## src/rtl/core/gfs_pkg.sv

```systemverilog
// Package with field constants and GF(2^8) helper functions for the S-box pipeline.
package gfs_pkg;

    localparam int unsigned BYTE_W = 8;

    localparam logic [BYTE_W:0]   FIELD_POLY   = 9'h1B1;
    localparam logic [BYTE_W-1:0] AFFINE_CONST = 8'h63;

    typedef logic [BYTE_W-1:0] t_byte;

    // Shift-and-add multiply with reduction by the field polynomial.
    function automatic t_byte gf_mul(input t_byte a, input t_byte b);
        t_byte          acc;
        logic [BYTE_W:0] sh;
        acc = '0;
        sh  = {1'b0, a};
        for (int i = 0; i < BYTE_W; i++) begin
            if (b[i]) begin
                acc = acc ^ sh[BYTE_W-1:0];
            end
            sh = {sh[BYTE_W-1:0], 1'b0};
            if (sh[BYTE_W]) begin
                sh = sh ^ FIELD_POLY;
            end
        end
        return acc;
    endfunction

    // Squaring is linear over GF(2), so this collapses to an XOR network.
    function automatic t_byte gf_sq(input t_byte a);
        return gf_mul(a, a);
    endfunction

    function automatic t_byte rotl1(input t_byte v);
        return {v[BYTE_W-2:0], v[BYTE_W-1]};
    endfunction

    function automatic t_byte affine(input t_byte v);
        t_byte r1;
        t_byte r2;
        t_byte r3;
        t_byte r4;
        r1 = rotl1(v);
        r2 = rotl1(r1);
        r3 = rotl1(r2);
        r4 = rotl1(r3);
        return v ^ r1 ^ r2 ^ r3 ^ r4 ^ AFFINE_CONST;
    endfunction

endpackage

```

## src/rtl/core/gfs_inv_pipe.sv

```systemverilog
// Three-stage pipeline that raises a byte to the 254th power in GF(2^8).
module gfs_inv_pipe (
    input  logic         i_clk,
    input  logic         i_rst_n,
    input  logic         i_valid,
    output logic         o_ready,
    input  gfs_pkg::t_byte i_byte,
    output logic         o_valid,
    input  logic         i_ready,
    output gfs_pkg::t_byte o_inv
);
    import gfs_pkg::*;

    // a^254 = a^2 * a^4 * a^8 * a^16 * a^32 * a^64 * a^128
    t_byte a2, a4, a8, a16, a32, a64, a128;

    logic  r_v1, r_v2, r_v3;
    t_byte r_m1, r_m2, r_m3, r_a128;
    t_byte r_q1, r_q2;
    t_byte r_inv;

    logic adv1, adv2, adv3;

    assign adv3 = !r_v3 || i_ready;
    assign adv2 = !r_v2 || adv3;
    assign adv1 = !r_v1 || adv2;

    assign o_ready = adv1;
    assign o_valid = r_v3;
    assign o_inv   = r_inv;

    always_comb begin
        a2   = gf_sq(i_byte);
        a4   = gf_sq(a2);
        a8   = gf_sq(a4);
        a16  = gf_sq(a8);
        a32  = gf_sq(a16);
        a64  = gf_sq(a32);
        a128 = gf_sq(a64);
    end

    always_ff @(posedge i_clk) begin
        if (!i_rst_n) begin
            r_v1 <= 1'b0;
            r_v2 <= 1'b0;
            r_v3 <= 1'b0;
        end else begin
            if (adv1) begin
                r_v1 <= i_valid;
            end
            if (adv2) begin
                r_v2 <= r_v1;
            end
            if (adv3) begin
                r_v3 <= r_v2;
            end
        end
    end

    // Payload moves with its valid bit; a stalled stage holds.
    always_ff @(posedge i_clk) begin
        if (adv1) begin
            r_m1   <= gf_mul(a2, a4);
            r_m2   <= gf_mul(a8, a16);
            r_m3   <= gf_mul(a32, a64);
            r_a128 <= a128;
        end
        if (adv2) begin
            r_q1 <= gf_mul(r_m1, r_m2);
            r_q2 <= gf_mul(r_m3, r_a128);
        end
        if (adv3) begin
            r_inv <= gf_mul(r_q1, r_q2);
        end
    end

endmodule

```

## src/rtl/core/gf256_inverse_affine_sbox_unit.sv

```systemverilog
// Top level of the byte substitution box: field inverse then affine transform.
//
// Usage:
//   Input request channel i_valid / o_ready carries i_in_byte; result channel
//   o_valid / i_ready carries o_out_byte. A request is taken on a clock edge
//   where valid and ready are both high.
//   Each byte leaves as the affine transform of its inverse in GF(2^8) over
//   the polynomial 0x1B1; zero maps to 0x63.
//   Four register stages: three multiply stages forming a^254, then one
//   registered affine stage at the output, which drives o_valid and
//   o_out_byte. Throughput is one byte per cycle while the receiver
//   keeps i_ready high.
//   When the receiver drops i_ready, stages hold their data and empty
//   stages further up keep filling, so up to four requests are taken before
//   o_ready falls. Nothing is lost or repeated across a stall.
//   Synchronous active-low reset i_rst_n empties the pipeline; there is no
//   other state.
module gf256_inverse_affine_sbox_unit (
    input  logic                 i_clk,
    input  logic                 i_rst_n,
    input  logic                 i_valid,
    output logic                 o_ready,
    input  logic [7:0]           i_in_byte,
    output logic                 o_valid,
    input  logic                 i_ready,
    output logic [7:0]           o_out_byte
);
    import gfs_pkg::*;

    logic  inv_valid;
    logic  inv_ready;
    t_byte inv_byte;

    logic  r_v4;
    t_byte r_out;

    gfs_inv_pipe u_inv (
        .i_clk   (i_clk),
        .i_rst_n (i_rst_n),
        .i_valid (i_valid),
        .o_ready (o_ready),
        .i_byte  (i_in_byte),
        .o_valid (inv_valid),
        .i_ready (inv_ready),
        .o_inv   (inv_byte)
    );

    assign inv_ready = !r_v4 || i_ready;

    always_ff @(posedge i_clk) begin
        if (!i_rst_n) begin
            r_v4 <= 1'b0;
        end else if (inv_ready) begin
            r_v4 <= inv_valid;
        end
    end

    always_ff @(posedge i_clk) begin
        if (inv_ready) begin
            r_out <= affine(inv_byte);
        end
    end

    assign o_valid    = r_v4;
    assign o_out_byte = r_out;

endmodule

```

## config.mk

```make
export PLATFORM = sky130hd
export DESIGN_NAME = gf256_inverse_affine_sbox_unit
export DESIGN_NICKNAME = d
export VERILOG_FILES = /design/src/rtl/core/gfs_pkg.sv /design/src/rtl/core/gfs_inv_pipe.sv /design/src/rtl/core/gf256_inverse_affine_sbox_unit.sv
export SDC_FILE = /design/constraint.sdc
export NUM_CORES = 1
export LEC_CHECK = 0
export BUFFER_PORTS_ARGS = -buffer_cell sky130_fd_sc_hd__buf_4
export CELL_PAD_IN_SITES_DETAIL_PLACEMENT = 1
export CELL_PAD_IN_SITES_GLOBAL_PLACEMENT = 1
export CORE_UTILIZATION = 45
export CTS_BUF_LIST = sky130_fd_sc_hd__clkbuf_16
export CTS_CLUSTER_SIZE = 28
export DETAILED_ROUTE_END_ITERATION = 10
export HOLD_SLACK_MARGIN = 0.15
export PLACE_DENSITY_LB_ADDON = 0.3
export SYNTH_ARGS = -nofsm -noshare
export SYNTH_HDL_FRONTEND = slang
export SYNTH_HIERARCHICAL = 1
export SYNTH_SLANG_ARGS = --single-unit
```

## constraint.sdc

```tcl
create_clock -name i_clk -period 24.1 [get_ports i_clk]
set_input_delay 3.615 -clock i_clk [delete_from_list [all_inputs] [get_ports i_clk]]
set_output_delay 3.615 -clock i_clk [all_outputs]
set_load 0.02 [all_outputs]
```

==> results_dict.tcl <==
set metrics [dict create \
    status "finished clean" \
    syn2layout_area_growth_pct 6.31 \
    cts_root_buf "clkbuf_16" \
    antenna_found_initial 0 \
    yosys.area_share.simple 0.241 \
    finalCritPeriodShare 0.956 \
    n_antenna_cell 0 \
    hold_buffers 0 \
    maxSlewViolCount 0 \
    yosys_warnings 6 \
    synth-compound-area-share 0.235 \
    max_freq_mhz 43.4 \
    syn-num-nets 2853 \
    ios 22 \
    netlist_instances 2831 \
    synth-seq-cells 68 \
    r2r_cells 8 \
    clk_path_buf_depth 2 \
    route.detailed.drc 0 \
    layout-drive-gt1-share 0.0976 \
    relSlewSlack 0.206 \
    antenna_left 0 \
    grt_pass1_wl_mm 111 \
    critical_path_class "in2reg" \
    drv_cap 0 \
    hold_path_depth 2 \
    firstDrtPassIters 5 \
    vias 20628 \
    setup_tns_ns 0 \
    period_minus_slack_ns 23.03 \
    synthTopCellsByArea "xnor2_1 (23%), edfxtp_1 (9.7%), nand2_1 (7.0%)" \
    place_congestion 0.883 \
    htree_num_levels 3 \
    synthFlopType "edfxtp_1" \
    fp.dieArea_sq_um 44800 \
    yosysTopAreaCellShare 0.229 \
    tritoncts "done" \
    cp.required_ns 24.19 \
    ff2ff_setup_slack_ns 21.30 \
    track_usage 0.299 \
    start_util 0.458 \
    synth_edf_count 64 \
    grt_pass1_vias 21206 \
    placed_cell_area_sq_um 20600 \
    yosys-mux-area-fraction 0.0523 \
    r2r-start "u_inv/r_m3[7]" \
    hp-start "u_inv/o_valid" \
    clock_sinks 68 \
    drtIter0Drc 1530 \
    clock_latency_ns 0.35 \
    synth_top_area_cell "xnor2_1" \
    avgSynthCellArea_sq_um 6.99 \
    clock_skew_ns 0.0143 \
    syn-cell-area_sq_um 19800 \
    asyncSetResetFlopFracSynth 0 \
    rows 76 \
    tightest_slew_ns 1.18 \
    die_x_um 212 \
    hold_viol_final 0 \
    slowest_stage "xnor3_1" \
    seq_area_sq_um 2000 \
    fillers 5563 \
    end_kind "flop" \
    synth_xor_area_frac 0.311 \
    avgViaCountPerCell 6.21 \
    drt-total-wl_mm 67.8 \
    start_kind "input port" \
    synth_seq_area_share 0.101 \
    hold_path_class "reg2reg" \
    cp_max_fo 23 \
    critPathMaxStageDelay_ns 0.52 \
    grt_overflow_total 0 \
    hold_end "o_valid" \
    dieHeight_um 212 \
    fin_nets 2753 \
    cts_buffers 9 \
    finalSetupViolations 0 \
    r2r_end "u_inv/r_q2[7]" \
    post_drt_wl_per_cell_um 20.4 \
    grt_max_degree 39 \
    post-route-util 0.486 \
    placeableCoreArea_sq_um 43300 \
    final_cell_area_sq_um 21000 \
    worstPathArrival_ns 23.12 \
    ys_types 115 \
    dpl.hpwl_mm 48.9 \
    clkTransAtPathRegs_ns 0.07 \
    synth_top_family_by_area "XOR/XNOR gates" \
    synthAdderAreaFrac 0.00683 \
    multi_input_area_sq_um 17000 \
    port_buffers 21 \
]
==> critical path, delay by kind of cell <==
| kind | cells | cell delay (ns) |
|---|---|---|
| buf+inv | 6 | 1.11 |
| compound gates | 28 | 7.59 |
| simple gates | 19 | 4.59 |
| mux | 7 | 1.99 |
| fa+ha+maj | 5 | 1.43 |
| xor+xnor | 12 | 2.74 |
==> synth_stat cells (9+ instances only) <==
cell type,instances
a211o_1,12
a211oi_1,26
a21o_1,20
a21oi_1,182
a221oi_1,12
a22oi_1,28
a31oi_1,31
a32oi_1,12
and2_1,19
and3_1,23
buf_1,32
buf_2,17
clkbuf_1,172
edfxtp_1,64
ha_1,10
inv_1,29
mux2_2,15
mux2i_1,74
nand2_1,368
nand2b_1,17
nand3_1,88
nand4_1,14
nor2_1,284
nor2b_1,22
nor3_1,77
nor4_1,18
o211ai_1,23
o21a_1,14
o21ai_0,163
o21ai_1,11
o22ai_1,26
o31ai_1,21
o32ai_1,9
or2_2,13
or3_1,23
xnor2_1,518
xnor3_1,17
xor2_1,113
==> cell usage in the layout (no fill, tap or decap), types with 13 or more instances in the layout <==
master	count
a211oi_1	25
a21o_1	20
a21oi_1	180
a22oi_1	28
a31oi_1	31
and2_1	19
and3_1	23
buf_4	117
edfxtp_1	64
inv_1	29
mux2_2	15
mux2i_1	73
nand2_1	368
nand2b_1	17
nand3_1	87
nand4_1	14
nor2_1	283
nor2b_1	22
nor3_1	77
nor4_1	18
o211ai_1	23
o21a_1	14
o21ai_0	162
o22ai_1	26
o31ai_1	20
or2_2	13
or3_1	22
xnor2_1	500
xnor2_2	26
xnor3_1	17
xor2_1	109
==> metal layers <==
metal,global-route usage,routed length (um)
met1,0.387,30500
met2,0.529,33300
met3,0.0260,2660
met4,0.0790,1320
met5,0,0
==> cell families after synthesis <==
| family | Yosys count |
|---|---|
| simple gates | 1026 |
| xor+xnor | 661 |
| mux | 98 |
| fa+ha+maj | 11 |
| compound gates | 701 |
| flops | 68 |
| buf+inv | 266 |
==> cell type report <==
type,count,area share
multi-input cells,2497,0.807
well taps,585,0.0348
repair buffers,117,0.0417
inverters,38,0.00678
clock buffers,9,0.0107
clock inverters,7,0.00386
flip-flops and latches,68,0.0951
==> timing repair <==
item / in CTS / in global routing
gates resized for setup: 1 / 21
gates cloned: 0 / 0
pin swaps: 0 / 4
buffers inserted: 0 / 5
endpoints found under the setup margin: 2 / 16
==> stage by stage <==
stage / cells / worst slack, ns / hold slack [ns]
after floorplan: 2831 / 0.738 / 0.430
after global placement: 3300 / 0.724 / 0.465
after detailed placement: 3300 / -0.315 / 0.466
after CTS: 3316 / 0.118 / 0.478
after global routing: 3321 / -0.0994 / 0.510
final: 3321 / 1.07 / 0.473
==> registers in the layout, indices dropped and copies added, names as in the netlist <==
| signal | cells |
|---|---|
| o_out_byte | 8 |
| u_inv/o_valid | 1 |
| u_inv/r_v1 | 1 |
| u_inv/r_a128 | 8 |
| u_inv/o_inv | 8 |
| u_inv/r_m2 | 8 |
| u_inv/r_q1 | 8 |
| u_inv/r_v2 | 1 |
| u_inv/r_q2 | 8 |
| u_inv/r_m3 | 8 |
| o_valid | 1 |
| u_inv/r_m1 | 8 |
==> worst max-delay path by stage <==
stage                 startpoint         endpoint  cells past startpoint
floorplan           i_in_byte[0]  u_inv/r_a128[7]                     92
global placement    i_in_byte[7]  u_inv/r_a128[0]                     82
detailed placement  i_in_byte[7]  u_inv/r_a128[7]                     81
CTS                 i_in_byte[7]  u_inv/r_a128[7]                     80
global route        i_in_byte[7]  u_inv/r_a128[7]                     80
finish              i_in_byte[7]  u_inv/r_a128[7]                     77
Power is left out: the tool's default activity adds up to more than one toggle a clock period on the data nets, which glitch-free logic cannot reach.
